### src/sv/length_prefixed_frame_parser_top_macros.svh
// assertion helpers used by the parser top level
`ifndef LENGTH_PREFIXED_FRAME_PARSER_TOP_MACROS_SVH
`define LENGTH_PREFIXED_FRAME_PARSER_TOP_MACROS_SVH

// same-cycle implication, disabled during reset
`define LPFP_ASSERT_IMP(label, clk, rst, ante, cons, msg) \
   label: assert property (@(posedge clk) disable iff (rst) (ante) |-> (cons)) \
      else $error(msg);

// next-cycle implication, disabled during reset
`define LPFP_ASSERT_NXT(label, clk, rst, ante, cons, msg) \
   label: assert property (@(posedge clk) disable iff (rst) (ante) |=> (cons)) \
      else $error(msg);

`endif

### src/sv/lpfp_pkg.sv
`timescale 1ns / 1ps

package lpfp_pkg;

   // frame layout
   localparam int unsigned HDR_FIXED = 5;
   localparam int unsigned LEN_BYTES = 4;
   localparam logic [15:0] MAX_BODY_RESET = 16'h4000;

   // result kinds
   localparam logic [1:0] KIND_HEADER  = 2'd0;
   localparam logic [1:0] KIND_PAYLOAD = 2'd1;
   localparam logic [1:0] KIND_ERROR   = 2'd2;

   // one result transaction
   typedef struct packed {
      logic [1:0]  kind;
      logic [7:0]  frame_type;
      logic [31:0] sess_id;
      logic [15:0] pay_len;
      logic [7:0]  payload_byte;
      logic        last;
   } rsp_type;

endpackage

### src/sv/lpfp_req_if.sv
`timescale 1ns / 1ps

interface lpfp_req_if;
   logic       valid;
   logic       ready;
   logic [7:0] data;
   logic       restart;

   modport source (output valid, output data, output restart, input ready);
   modport sink (input valid, input data, input restart, output ready);
endinterface

### src/sv/lpfp_rsp_if.sv
`timescale 1ns / 1ps

interface lpfp_rsp_if;
   logic        valid;
   logic        ready;
   logic [1:0]  kind;
   logic [7:0]  frame_type;
   logic [31:0] sess_id;
   logic [15:0] pay_len;
   logic [7:0]  payload_byte;
   logic        last;

   modport source (output valid, output kind, output frame_type, output sess_id,
                   output pay_len, output payload_byte, output last, input ready);
   modport sink (input valid, input kind, input frame_type, input sess_id,
                 input pay_len, input payload_byte, input last, output ready);
endinterface

### src/sv/lpfp_parser.sv
`timescale 1ns / 1ps

module lpfp_parser
   import lpfp_pkg::*;
(
   input  logic        clock,
   input  logic        reset,
   input  logic        accept,
   input  logic [7:0]  data,
   input  logic        restart,
   input  logic        csr_wr_en,
   input  logic [15:0] csr_wr_data,
   output logic        res_valid,
   output rsp_type     res
);

   localparam logic [1:0] PH_LEN     = 2'd0;
   localparam logic [1:0] PH_HDR     = 2'd1;
   localparam logic [1:0] PH_PAY     = 2'd2;
   localparam logic [1:0] PH_DISCARD = 2'd3;

   logic [1:0]  phase_ff, phase_in;
   logic [15:0] count_ff, count_in;
   logic [23:0] len_ff, len_in;
   logic [15:0] plen_ff, plen_in;
   logic [7:0]  type_ff, type_in;
   logic [31:0] session_ff, session_in;
   logic [15:0] max_body_ff;

   logic [1:0]  ph;
   logic [15:0] cnt;
   logic [15:0] cnt_inc;
   logic [31:0] body;
   logic [31:0] session_sh;
   logic        bad_len;

   // restart clears the parser before the byte is parsed
   assign ph         = restart ? PH_LEN : phase_ff;
   assign cnt        = restart ? 16'd0 : count_ff;
   assign cnt_inc    = cnt + 16'd1;
   assign body       = {(restart ? 24'd0 : len_ff), data};
   assign session_sh = {session_ff[23:0], data};
   assign bad_len    = (body < 32'(HDR_FIXED)) || (body[31:16] != 16'd0)
                       || (body[15:0] > max_body_ff);

   // next state and result for one byte
   always_comb begin
      phase_in   = ph;
      count_in   = cnt_inc;
      len_in     = restart ? 24'd0 : len_ff;
      plen_in    = plen_ff;
      type_in    = restart ? 8'd0 : type_ff;
      session_in = restart ? 32'd0 : session_ff;
      res_valid  = 1'b0;
      res        = '0;
      unique case (ph)
         PH_LEN: begin
            if (cnt == 16'(LEN_BYTES - 1)) begin
               count_in = 16'd0;
               len_in   = 24'd0;
               if (bad_len) begin
                  phase_in  = PH_DISCARD;
                  res_valid = 1'b1;
                  res.kind  = KIND_ERROR;
                  res.last  = 1'b1;
               end else begin
                  phase_in = PH_HDR;
                  plen_in  = body[15:0] - 16'(HDR_FIXED);
               end
            end else begin
               len_in = body[23:0];
            end
         end
         PH_HDR: begin
            if (cnt == 16'd0) begin
               type_in = data;
            end else begin
               session_in = session_sh;
            end
            if (cnt == 16'(HDR_FIXED - 1)) begin
               count_in        = 16'd0;
               res_valid       = 1'b1;
               res.kind        = KIND_HEADER;
               res.frame_type  = type_ff;
               res.sess_id     = session_sh;
               res.pay_len     = plen_ff;
               res.last        = (plen_ff == 16'd0);
               phase_in        = (plen_ff == 16'd0) ? PH_LEN : PH_PAY;
            end
         end
         PH_PAY: begin
            res_valid        = 1'b1;
            res.kind         = KIND_PAYLOAD;
            res.frame_type   = type_ff;
            res.sess_id      = session_ff;
            res.pay_len      = plen_ff;
            res.payload_byte = data;
            res.last         = (cnt_inc >= plen_ff);
            if (cnt_inc >= plen_ff) begin
               phase_in = PH_LEN;
               count_in = 16'd0;
            end
         end
         PH_DISCARD: begin
            count_in = cnt;
         end
      endcase
      if (!accept) begin
         res_valid = 1'b0;
      end
   end

   // control state
   always_ff @(posedge clock) begin
      if (reset) begin
         phase_ff    <= PH_LEN;
         count_ff    <= 16'd0;
         len_ff      <= 24'd0;
         max_body_ff <= MAX_BODY_RESET;
      end else begin
         if (accept) begin
            phase_ff <= phase_in;
            count_ff <= count_in;
            len_ff   <= len_in;
         end
         if (csr_wr_en) begin
            max_body_ff <= csr_wr_data;
         end
      end
   end

   // held header fields
   always_ff @(posedge clock) begin
      if (accept) begin
         plen_ff    <= plen_in;
         type_ff    <= type_in;
         session_ff <= session_in;
      end
   end

endmodule

### src/sv/lpfp_rsp_buf.sv
`timescale 1ns / 1ps

module lpfp_rsp_buf
   import lpfp_pkg::*;
(
   input  logic    clock,
   input  logic    reset,
   input  logic    push,
   input  rsp_type push_data,
   output logic    up_ready,
   output logic    out_valid,
   output rsp_type out_data,
   input  logic    out_ready
);

   logic    main_valid_ff;
   logic    skid_valid_ff;
   rsp_type main_ff;
   rsp_type skid_ff;
   logic    pop;

   assign pop       = main_valid_ff && out_ready;
   assign up_ready  = !skid_valid_ff;
   assign out_valid = main_valid_ff;
   assign out_data  = main_ff;

   // valid flags of the two entries
   always_ff @(posedge clock) begin
      if (reset) begin
         main_valid_ff <= 1'b0;
         skid_valid_ff <= 1'b0;
      end else begin
         priority if (pop && skid_valid_ff) begin
            skid_valid_ff <= 1'b0;
         end else if (pop) begin
            main_valid_ff <= push;
         end else if (push && main_valid_ff) begin
            skid_valid_ff <= 1'b1;
         end else if (push) begin
            main_valid_ff <= 1'b1;
         end else begin
            main_valid_ff <= main_valid_ff;
         end
      end
   end

   // entry data
   always_ff @(posedge clock) begin
      priority if (pop && skid_valid_ff) begin
         main_ff <= skid_ff;
      end else if (push && (pop || !main_valid_ff)) begin
         main_ff <= push_data;
      end else if (push) begin
         skid_ff <= push_data;
      end else begin
         main_ff <= main_ff;
      end
   end

endmodule

### src/sv/length_prefixed_frame_parser_top.sv
// a result is registered in the result buffer as the byte that causes it is taken
// one byte per cycle while req_chan.ready is high, set by the parser state update
// req_chan.ready stays high while the two-entry result buffer has a free entry
// reset (synchronous, active high): parser back to the length phase,
// max_body back to 16384, result buffer empty
`timescale 1ns / 1ps
`include "length_prefixed_frame_parser_top_macros.svh"

module length_prefixed_frame_parser_top
   import lpfp_pkg::*;
(
   input  logic        clock,
   input  logic        reset,
   lpfp_req_if.sink    req_chan,
   lpfp_rsp_if.source  rsp_chan,
   input  logic        csr_wr_en,
   input  logic [15:0] csr_wr_data
);

   logic    accept;
   logic    buf_ready;
   logic    res_valid;
   rsp_type res;
   rsp_type out_data;

   assign req_chan.ready = buf_ready;
   assign accept         = req_chan.valid && buf_ready;

   // parser state and result logic
   lpfp_parser u_parser (
      .clock       (clock),
      .reset       (reset),
      .accept      (accept),
      .data        (req_chan.data),
      .restart     (req_chan.restart),
      .csr_wr_en   (csr_wr_en),
      .csr_wr_data (csr_wr_data),
      .res_valid   (res_valid),
      .res         (res)
   );

   // result register with skid entry
   lpfp_rsp_buf u_rsp_buf (
      .clock     (clock),
      .reset     (reset),
      .push      (res_valid),
      .push_data (res),
      .up_ready  (buf_ready),
      .out_valid (rsp_chan.valid),
      .out_data  (out_data),
      .out_ready (rsp_chan.ready)
   );

   // unpack result transaction
   assign rsp_chan.kind         = out_data.kind;
   assign rsp_chan.frame_type   = out_data.frame_type;
   assign rsp_chan.sess_id      = out_data.sess_id;
   assign rsp_chan.pay_len      = out_data.pay_len;
   assign rsp_chan.payload_byte = out_data.payload_byte;
   assign rsp_chan.last         = out_data.last;

   // checks
   `LPFP_ASSERT_IMP(a_full_has_output, clock, reset, !req_chan.ready, rsp_chan.valid, "input stalled with no result pending")
   `LPFP_ASSERT_IMP(a_error_last, clock, reset, rsp_chan.valid && (rsp_chan.kind == KIND_ERROR), rsp_chan.last && (rsp_chan.pay_len == 16'd0), "error result malformed")
   `LPFP_ASSERT_IMP(a_empty_frame_last, clock, reset, rsp_chan.valid && (rsp_chan.kind == KIND_HEADER) && (rsp_chan.pay_len == 16'd0), rsp_chan.last, "empty frame header not last")
   `LPFP_ASSERT_NXT(a_stall_hold_full, clock, reset, rsp_chan.valid && !rsp_chan.ready && !req_chan.ready, !req_chan.ready, "buffer lost an entry while stalled")

endmodule

### src/flat_wrapper.sv
// flat-port wrapper written by rule: the top's interface ports become plain ports
module length_prefixed_frame_parser_top_flat import lpfp_pkg::*;
  (clock, reset, csr_wr_en, csr_wr_data, req_chan_valid, req_chan_data, req_chan_restart, req_chan_ready, rsp_chan_valid, rsp_chan_kind, rsp_chan_frame_type, rsp_chan_sess_id, rsp_chan_pay_len, rsp_chan_payload_byte, rsp_chan_last, rsp_chan_ready);
  lpfp_req_if req_chan_i ();
  lpfp_rsp_if rsp_chan_i ();
  input  logic clock;
  input  logic reset;
  input  logic csr_wr_en;
  input  logic [15:0] csr_wr_data;
  input wire logic [$bits(req_chan_i.valid)-1:0] req_chan_valid;
  input wire logic [$bits(req_chan_i.data)-1:0] req_chan_data;
  input wire logic [$bits(req_chan_i.restart)-1:0] req_chan_restart;
  output wire logic [$bits(req_chan_i.ready)-1:0] req_chan_ready;
  output wire logic [$bits(rsp_chan_i.valid)-1:0] rsp_chan_valid;
  output wire logic [$bits(rsp_chan_i.kind)-1:0] rsp_chan_kind;
  output wire logic [$bits(rsp_chan_i.frame_type)-1:0] rsp_chan_frame_type;
  output wire logic [$bits(rsp_chan_i.sess_id)-1:0] rsp_chan_sess_id;
  output wire logic [$bits(rsp_chan_i.pay_len)-1:0] rsp_chan_pay_len;
  output wire logic [$bits(rsp_chan_i.payload_byte)-1:0] rsp_chan_payload_byte;
  output wire logic [$bits(rsp_chan_i.last)-1:0] rsp_chan_last;
  input wire logic [$bits(rsp_chan_i.ready)-1:0] rsp_chan_ready;
  assign req_chan_i.valid = req_chan_valid;
  assign req_chan_i.data = req_chan_data;
  assign req_chan_i.restart = req_chan_restart;
  assign req_chan_ready = req_chan_i.ready;
  assign rsp_chan_valid = rsp_chan_i.valid;
  assign rsp_chan_kind = rsp_chan_i.kind;
  assign rsp_chan_frame_type = rsp_chan_i.frame_type;
  assign rsp_chan_sess_id = rsp_chan_i.sess_id;
  assign rsp_chan_pay_len = rsp_chan_i.pay_len;
  assign rsp_chan_payload_byte = rsp_chan_i.payload_byte;
  assign rsp_chan_last = rsp_chan_i.last;
  assign rsp_chan_i.ready = rsp_chan_ready;
  length_prefixed_frame_parser_top u_core (.clock(clock), .reset(reset), .req_chan(req_chan_i), .rsp_chan(rsp_chan_i), .csr_wr_en(csr_wr_en), .csr_wr_data(csr_wr_data));
endmodule
### config.mk
export PLATFORM = sky130hd
export DESIGN_NAME = length_prefixed_frame_parser_top_flat
export DESIGN_NICKNAME = d
export VERILOG_FILES = /design/src/sv/lpfp_pkg.sv /design/src/sv/lpfp_req_if.sv /design/src/sv/lpfp_rsp_if.sv /design/src/sv/lpfp_parser.sv /design/src/sv/lpfp_rsp_buf.sv /design/src/sv/length_prefixed_frame_parser_top.sv /design/src/flat_wrapper.sv
export VERILOG_INCLUDE_DIRS = /design/src /design/src/sv
export SDC_FILE = /design/constraint.sdc
export NUM_CORES = 1
export LEC_CHECK = 0
export ABC_AREA = 1
export BUFFER_PORTS_ARGS = -buffer_cell sky130_fd_sc_hd__buf_2
export CORE_MARGIN = 2
export CORE_UTILIZATION = 33
export CTS_BUF_LIST = sky130_fd_sc_hd__clkbuf_2
export DETAILED_ROUTE_END_ITERATION = 12
export PLACE_DENSITY = 0.47
export SYNTH_ARGS = -nofsm -noshare
export SYNTH_HDL_FRONTEND = slang
export SYNTH_HIERARCHICAL = 1
export SYNTH_SLANG_ARGS = --single-unit
### constraint.sdc
create_clock -name clock -period 13.35 [get_ports clock]
set_input_delay 2.67 -clock clock [delete_from_list [all_inputs] [get_ports clock]]
set_output_delay 2.67 -clock clock [all_outputs]
set_load 0.02 [all_outputs]
### Word-level counts from Yosys, hierarchy flattened

Index checks and enable logic that the tools add are counted.

* add/subtract/negate cells: 2
* $lt $le $gt $ge: 3
* equality and inequality tests: 6
* multiplexer cells: 39
* bitwise gates (word level): 4
* reduce and logical (&&, ||, !) cells: 21

Operator list (number)
* $mux 67: 2
* $pmux 56 s2: 1
* $mux 32: 3
* $mux 24: 3
* $mux 16: 4
* $pmux 16 s4: 1
* $mux 56: 1
* $logic_not 16->1: 2
* $lt 32x3->1 const B: 1
* $mux 8: 4
* $add 16x1->16 const B: 1
* $eq 16x2->1 const B: 1
* $eq 16x3->1 const B: 1
* $ge 16x16->1: 1
* $gt 16x16->1: 1
* $mux 2: 8
* $reduce_bool 16->1: 1
* $sub 16x3->16 const B: 1
* $pmux 2 s3: 2
* $mux 1: 8
* $pmux 1 s3: 2
* $reduce_and 3->1: 2
* $logic_and 1x1->1: 5
* $eq 2x2->1 const B: 2
* 10 further kinds: 17

* bits in registers: 250
* input bits: 30
* output and inout port bits: 69
* logic and storage cells: 96

### Depth between registers and ports, before layout

Gate-level depths: netlist of run 1.

* depth after elaboration: 11
* mapped depth: 27
* mapped depth without buffers: 24

### Cells and area by module

The synthesis of run 1 kept the hierarchy.

Modules (own cells, without submodules)
* lpfp_parser: instances 1, cells each 1071, area an instance 7493.4 um^2, seq. area each 2842.7 um^2
* lpfp_rsp_buf: instances 1, cells each 367, area an instance 5078.6 um^2, seq. area each 4063.9 um^2
* length_prefixed_frame_parser_top: instances 1, cells each 2, area an instance 7.5 um^2, seq. area each 0.0 um^2

### Least setup slack after synthesis of run 1

Ideal clock, no wire load.

* path type: input-to-reg
* start point: input port req_chan_restart
* end point: register u_core.u_rsp_buf.main_ff, in the netlist u_core/u_rsp_buf/out_data[0] (enable)
* setup time: 0.514 ns
* data arrival time: 7.665 ns
* required time: 12.836 ns
* slack: 5.171 ns
* cell stages on the path: 17
* cells stage by stage: buf_6 inv_2 buf_2 buf_2 nand2_1 inv_1 ha_1 nand2_1 nor3_1 nand2_1 nand2_1 nand2_1 nand2_1 a21oi_1 nor3_1 inv_1 a21oi_1

* longest elaborated chain between the ends: 10

Ends and longest elaborated chain
* start: declaration: RTL line flat_wrapper.sv:12 `input wire logic [$bits(req_chan_i.restart)-1:0] req_chan_restart;`
* $mux 24
* $lt 32x3->1 / $reduce_bool 16->1 (equally long branches): RTL line lpfp_parser.sv:43 `assign bad_len = (body < 32'(HDR_FIXED)) || (body[31:16] != 16'd0)`
* $logic_or 1x1->1: RTL line lpfp_parser.sv:43
* $logic_or 1x1->1: RTL line lpfp_parser.sv:44 `|| (body[15:0] > max_body_ff);`
* $mux 1: RTL line lpfp_parser.sv:61 `if (bad_len) begin`
* $mux 1: RTL line lpfp_parser.sv:58 `if (cnt == 16'(LEN_BYTES - 1)) begin`
* $pmux 1 s3 (*): RTL line lpfp_parser.sv:56 `unique case (ph)`
* $mux 1 (*): RTL line lpfp_parser.sv:108 `if (!accept) begin`
* named net u_core.res_valid: RTL line length_prefixed_frame_parser_top.sv:22 `logic res_valid;`
* $logic_and 1x1->1 (*): RTL line lpfp_rsp_buf.sv:51 `end else if (push && (pop || !main_valid_ff)) begin`
* $reduce_bool 2->1 (no source line) (*)
* end signal: assignment: RTL line lpfp_rsp_buf.sv:50 `main_ff <= skid_ff;`
* end signal: assignment: RTL line lpfp_rsp_buf.sv:52 `main_ff <= push_data;`
* end signal: assignment: RTL line lpfp_rsp_buf.sv:56 `main_ff <= main_ff;`
* end: declaration: RTL line lpfp_rsp_buf.sv:18 `rsp_type main_ff;`

Mark *: on every way through the listed nets, which the timed path passes. The rest lies on a longest branch.
A chain may end at the register's enable or synchronous reset.

### Worst setup path in the final report of run 1

* start point: input port req_chan_restart
* end point: register u_core.u_parser.count_ff[14]

* longest elaborated chain between the ends: 5

Ends and longest elaborated chain
* $mux 16: RTL line lpfp_parser.sv:39 `assign cnt = restart ? 16'd0 : count_ff;`
* $add 16x1->16: RTL line lpfp_parser.sv:40 `assign cnt_inc = cnt + 16'd1;`
* $ge 16x16->1: RTL line lpfp_parser.sv:99 `if (cnt_inc >= plen_ff) begin`
* $mux 16: RTL line lpfp_parser.sv:99
* $pmux 16 s4 (*): RTL line lpfp_parser.sv:56
* end signal: assignment: RTL line lpfp_parser.sv:123 `count_ff <= count_in;`
* end: declaration: RTL line lpfp_parser.sv:23 `logic [15:0] count_ff, count_in;`

Mark *: on every way between the ends. The rest lies on a longest branch, timed or not.

==> impl_metrics.ini, run 1 <==
[route]
drt-met1-wl_mm = 16.5
drtPass1Iterations = 5
route.met3.wl_mm = 1.93
initialDrtViolationCount = 673
routed_via_density = 4.68
maxUsedRoutingLayer = met4
drt-wirelength-per-cell_um = 15.4
vias = 9861
routed_wl_mm = 32.5
antenna_left = 0
drc = 0
wl_met2_mm = 13.5

[finish]
layout.cells.non_filler = 2109
final_util_pct = 37.4
layout-drive-gt1-share_pct = 14.3
final_nets = 1620
areaGrowthSynthToFinish_pct = 11.7
fin_area_um2 = 14100

[logic_synthesis]
synth_edf_count = 190
synth_compound_area_share_pct = 13.0
synth_area_per_cell_um2 = 8.74
synth-xor-area-share_pct = 1.74
ys_async_sr_fraction_pct = 0
syn_area_um2 = 12600
ys_seq_area_share_pct = 54.9
synthCells = 1440
synthMuxAreaShare_pct = 0
synth-main-ff-cell = edfxtp_1
synth_top_family_by_area = simple AND/OR/NAND/NOR gates
synth_commonest_cells = 315 x nand2_1, 230 x inv_1, 190 x edfxtp_1
synth.distinct_cells = 30
ys_warn_count = 6
yosysMostFrequentCell = nand2_1
synth-seq-cells = 250
synth-adder-area-share_pct = 4.18
synth_top_area_share_pct = 45.4
synth.net_count = 1512
synth_top_area_cell = edfxtp_1
synthSimpleGateAreaFrac_pct = 16.4
ys_top_cells_by_area = edfxtp_1 45%, dfxtp_1 9.5%, nand2_1 9.4%

[critical_path]
end_kind = flip-flop
crit_type = in -> reg
critPathRequiredTime_ns = 14.15
cp_max_fo = 62
crit_slowest_cell = buf_4
cpMostUsedCell = nand2_1
startpoint_type = input pin
cp.arrival_ns = 6.94
slowest_delay_ns = 0.61

[clocking]
cts_hold_buffers = 0
htree_levels = 3
cts_resized = 0
path_clk_slew_ns = 0.09
postCtsSetupRepairBufs = 0
cts_buffers = 70
clock_path_buffers = 3
cts_tree = yes
clock_insertion_delay_worst_skew_ns = 0.91
cts_root_buffer = clkbuf_2
numClockSinks = 250

[timing]
final.period_utilization_pct = 46.0
rsz0062_at_grt = false
tightest_slew_ns = 1.09
period_needed_ns = 6.15
fmax_mhz = 163
worst_clock_skew_ns = 0.0788
drv_slew = 0
finalSetupViolCount = 0
max-slew-margin-rel_pct = 27.1
hold_viol_final = 0
finalSetupTns_ns = 0

[placement]
gp_congestion = 0.846
placed_area_um2 = 13400
dp_hpwl_mm = 21.8
dp_cells = 1987
io_buffers = 98

[global_route]
grt-ovfl-total = 0
antenna_found_initial = 1
grt_pass1_wl_mm = 51.1
track_usage_pct = 16.6
grt_pass1_vias = 9345
grt_max_degree = 95

[pwr]
finalPower_w = 0.00154
p_leak_nw = 6.08
ir_drop_uv = 46.3
power.density_nw_per_um2 = 109

[die]
core-area_um2 = 37600
chipWidth_um = 199
die_area_um2 = 39700
ios = 99
rows = 71
die_y_um = 199
initial_utilization_pct = 33.5

[job]
cap_violations = 0

[hold_path]
worstHoldPathType = reg -> reg

[status]
status = finished, final reports clean
==> cells by family after synthesis <==
family | after synthesis
buf+inv | 303
compound gates | 315
simple gates | 505
fa+ha+maj | 42
xor+xnor | 25
flops | 250
==> worst max-delay path, delay by kind of cell <==
kind	cells	cell delay, ns
buffers and inverters	6	1.48
AO/OA/AOI/OAI	2	0.25
AND/OR/NAND/NOR	15	1.83
adder cells (fa/ha/maj)	2	0.51
XOR/XNOR	1	0.20
==> through the flow <==
step	setup WS, ns	hold slack, ns
floorplan	5.17	0.435
global placement	6.42	0.453
detailed placement	6.29	0.459
CTS	7.30	0.473
global route	6.75	0.502
finish	7.20	0.471
==> per-layer routing <==
layer | vias up | GRT usage [%]
met2 | 262 | 23.7
met5 | - | 0
li1 | 5006 | -
met4 | 0 | 6.11
met3 | 44 | 3.71
met1 | 4549 | 24.5
==> registers in the layout, indices dropped and copies added (netlist names) <==
register	cells
u_core/u_parser/session_ff	32
u_core/u_rsp_buf/skid_ff	67
u_core/u_parser/plen_ff	16
u_core/u_rsp_buf/out_data	67
u_core/u_parser/phase_ff	2
u_core/u_parser/max_body_ff	16
u_core/u_parser/len_ff	24
u_core/u_rsp_buf/skid_valid_ff	1
u_core/u_parser/count_ff	16
u_core/u_parser/type_ff	8
u_core/u_rsp_buf/out_valid	1
==> cell usage in the layout, fill, tap and decap left out, drive strengths merged <==
cell and n:
o21bai 2, nand2 317, nor4 7, bufinv 1
dfxtp 60, nand4 12, clkinv 15, nor3 9
ha 42, nand3 68, inv 230, o31ai 1
xor2 22, clkbuf 105, xnor2 3, o21ai 201
edfxtp 190, clkinvlp 2, a31oi 25, a21oi 85
a21o 1, buf 107, nor2 92, diode 1
==> power by group <==
| group | leakage [nW] | switching [W] | total, W | internal [W] |
|---|---|---|---|---|
| Sequential | 2.17 | 0.0000131 | 0.000866 | 0.000853 |
| Combinational | 3.43 | 0.0000810 | 0.000116 | 0.0000348 |
| Clock | 0.479 | 0.000327 | 0.000555 | 0.000228 |
==> layout make-up <==
cell class,count,area [µm²]
antenna,1,2.50
inverter,232,872
fill,3897,23500
timing repair buffer,107,558
tap,511,639
clock inverter,16,100
sequential,250,6910
clock buffer,105,526
multi-input combinational,887,4450
==> final timing paths <==
kind	startpoint	end	slack [ns]	depth (start not counted)
max reg2reg	u_core/u_parser/phase_ff[0]$_SDFFE_PP0P_	u_core/u_rsp_buf/skid_ff[38]$_DFFE_PP_	9.71	9
min	u_core/u_parser/max_body_ff[1]$_SDFFE_PP0P_	u_core/u_parser/max_body_ff[1]$_SDFFE_PP0P_	0.47	2
min reg2reg	u_core/u_parser/max_body_ff[1]$_SDFFE_PP0P_	u_core/u_parser/max_body_ff[1]$_SDFFE_PP0P_	0.47	2
max	req_chan_restart	u_core/u_parser/count_ff[14]$_SDFFE_PP0P_	7.20	26
No activity file was read; power rests on OpenSTA's default activity.
==> inputs of run 2 (changes only) <==
--- a/config.mk
+++ b/config.mk
@@ -6,7 +6,7 @@
 export SDC_FILE = /design/constraint.sdc
 export NUM_CORES = 1
 export LEC_CHECK = 0
-export ABC_AREA = 1
+export ABC_AREA = 0
 export BUFFER_PORTS_ARGS = -buffer_cell sky130_fd_sc_hd__buf_2
 export CORE_MARGIN = 2
 export CORE_UTILIZATION = 33
==> constraint.sdc (replaced) <==
create_clock -name clock -period 6.19 [get_ports clock]
set_input_delay 1.238 -clock clock [delete_from_list [all_inputs] [get_ports clock]]
set_output_delay 1.238 -clock clock [all_outputs]
set_load 0.02 [all_outputs]
==> run 2 against run 1 <==
  * Register-to-register slack got worse by 7.5 ns
  * Area after synthesis fell by 4.2%
  * Non-clock buffer count rose by 6
  * Routed wire length fell by 7.5%
  * Highest routed layer unchanged
==> impl_metrics.ini, run 2 <==
[status]
status = finished, final reports clean

[timing]
drv_slew = 0
max-slew-margin-rel_pct = 30.6
fmax_mhz = 228
finalSetupViolCount = 0
period_needed_ns = 4.38
holdWs_ns = 0.487
tightest_slew_ns = 1.04
fin_ws_ns = 1.81
rsz0062_at_grt = false
final.period_utilization_pct = 70.7
hold_viol_final = 0
worst_clock_skew_ns = 0.105
finalSetupTns_ns = 0

[logic_synthesis]
synth_top_area_share_pct = 47.3
synth.distinct_cells = 68
ys_warn_count = 6
ys_seq_area_share_pct = 57.3
synth-xor-area-share_pct = 1.74
synthSimpleGateAreaFrac_pct = 15.4
synth_area_per_cell_um2 = 11.8
synth_compound_area_share_pct = 8.72
synth-adder-area-share_pct = 4.36
synth_top_area_cell = edfxtp_1
synthMuxAreaShare_pct = 8.44
synth-seq-cells = 250
synthCells = 1023
synth-main-ff-cell = edfxtp_1
yosysMostFrequentCell = edfxtp_1
synth_commonest_cells = 190 x edfxtp_1, 108 x nand2_1, 72 x nor2_1
syn_area_um2 = 12100
synth.net_count = 1095
synth_edf_count = 190
synth_top_family_by_area = simple AND/OR/NAND/NOR gates
ys_top_cells_by_area = edfxtp_1 47%, dfxtp_1 10%, ha_1 4.4%
ys_async_sr_fraction_pct = 0

[finish]
layout-drive-gt1-share_pct = 26.2
fillers = 3655
final_nets = 1221
most-common-layout-cells = 190 x edfxtp_1, 108 x nand2_1, 100 x clkbuf_2, 98 x buf_2, 72 x nor2_1
areaGrowthSynthToFinish_pct = 12.9
fin_area_um2 = 13600
final_common_cell = edfxtp_1
layout.cells.non_filler = 1666

[die]
die_area_um2 = 38100
chipWidth_um = 195
ios = 99
core-area_um2 = 35700
rows = 69
die_y_um = 195
initial_utilization_pct = 33.7

[job]
cap_violations = 0

[route]
drtPass1Iterations = 5
drc = 0
drt-wirelength-per-cell_um = 18.0
vias = 8175
antenna_left = 0
routed_via_density = 4.91
initialDrtViolationCount = 719
routed_wl_mm = 30.0

[clocking]
clock_insertion_delay_worst_skew_ns = 0.93
postCtsSetupRepairBufs = 0
cts_hold_buffers = 0
cts_resized = 0
numClockSinks = 250
htree_levels = 3
cts_root_buffer = clkbuf_2
cts_buffers = 73
path_clk_slew_ns = 0.08
cts_tree = yes
clock_path_buffers = 3

[critical_path]
crit_buf_inv = 3
r2r.worst_path.cells = 10
slowest_delay_ns = 0.65
crit_type = in -> reg
rrSetupSlack_ns = 2.24
cp.arrival_ns = 4.87
crit_slowest_cell = a21oi_4
r2r-start = u_core/u_parser/len_ff[2]$_SDFFE_PP0P_
critPathRequiredTime_ns = 6.69
cp_max_fo = 48
reg2reg_to = u_core/u_rsp_buf/out_data[10]$_DFFE_PP_
cp_top_family = compound AO/OA/AOI/OAI gates
crit_chain = buf_2 > buf_4 > nor2b_1 > ha_1 > nand3_1 > o31a_1 > nor2b_1 > a21oi_1 > a21oi_1 > a21oi_1 > a21oi_4 > buf_4
end_kind = flip-flop
cpMostUsedCell = a21oi_1
cp.depth = 12
startpoint_type = input pin

[global_route]
grt-ovfl-total = 0
grt_pass1_vias = 8220
antenna_found_initial = 1
grt_max_degree = 56
track_usage_pct = 15.9
grt_pass1_wl_mm = 46.9

[hold_path]
min_to = u_core/u_parser/phase_ff[0]$_SDFFE_PP0P_
worst_hold_startpoint = u_core/u_parser/phase_ff[0]$_SDFFE_PP0P_
holdPathStages = 2
worstHoldPathType = reg -> reg

[placement]
io_buffers = 98
dp_hpwl_mm = 19.6
dp_cells = 1535
gp_congestion = 0.833
place_ws_ns = 0.888
placed_area_um2 = 12900

[pwr]
ir_drop_uv = 97.7
power.density_nw_per_um2 = 239
p_leak_nw = 5.38
[run 2: final cells by class]
class | instances | area [µm²] | share of cell area (%)
well taps | 461 | 577 | 4.24
clock inverters | 30 | 155 | 1.14
clock buffers | 100 | 500 | 3.68
diodes | 1 | 2.50 | 0.0184
repair buffers | 113 | 603 | 4.43
inverters | 45 | 169 | 1.24
flip-flops and latches | 250 | 6910 | 50.8
multi-input cells | 666 | 4690 | 34.5
[run 2: power by group]
group,internal [W],switching (W)
Combinational,0.0000662,0.000123
Clock,0.000486,0.000730
Sequential,0.00182,0.0000244
[run 2: worst max path at each step]
stage | to | slack [ns] | startpoint
floorplan | u_core/u_rsp_buf/out_data[0]$_DFFE_PP_ | 0.63 | req_chan_restart
detailed placement | u_core/u_rsp_buf/out_data[23]$_DFFE_PP_ | 0.89 | req_chan_restart
CTS | u_core/u_rsp_buf/out_data[10]$_DFFE_PP_ | 1.88 | req_chan_restart
global route | u_core/u_rsp_buf/out_data[17]$_DFFE_PP_ | 1.63 | req_chan_restart
global placement | u_core/u_rsp_buf/out_data[20]$_DFFE_PP_ | 0.98 | req_chan_restart
finish | u_core/u_rsp_buf/out_data[10]$_DFFE_PP_ | 1.81 | req_chan_restart
[run 2: cells by family (layout without fill, tap and decap cells)]
group	after synthesis	after routing
AO/OA/AOI/OAI	148	148
XOR/XNOR	24	24
adder cells (fa/ha/maj)	42	42
buffers and inverters	107	288
flip-flops	250	250
multiplexers	82	82
other	0	1
AND/OR/NAND/NOR	370	370
[run 2: routing by layer]
| metal | wire length [µm] | vias to the layer above | global-route usage (%) |
|---|---|---|---|
| met2 | 12500 | 224 | 22.5 |
| met5 | 0 | - | 0 |
| met1 | 15300 | 3912 | 23.4 |
| met4 | 659 | 0 | 5.91 |
| li1 | - | 3991 | - |
| met3 | 1560 | 48 | 3.94 |
[run 2: tightest hold or removal path, delay by kind of cell (launching register included)]
kind / cells / cell delay [ns]
and+or+nand+nor: 1 / 0.06
AOI/OAI and AO/OA: 1 / 0.06
DFF: 1 / 0.32
[run 2: through the flow]
stage                     total power, W  utilization (%)
after floorplan                  0.00201                -
after global placement           0.00208             36.2
after detailed placement         0.00208             36.2
after CTS                        0.00332             38.1
after global routing             0.00343             38.1
final                            0.00325             38.1
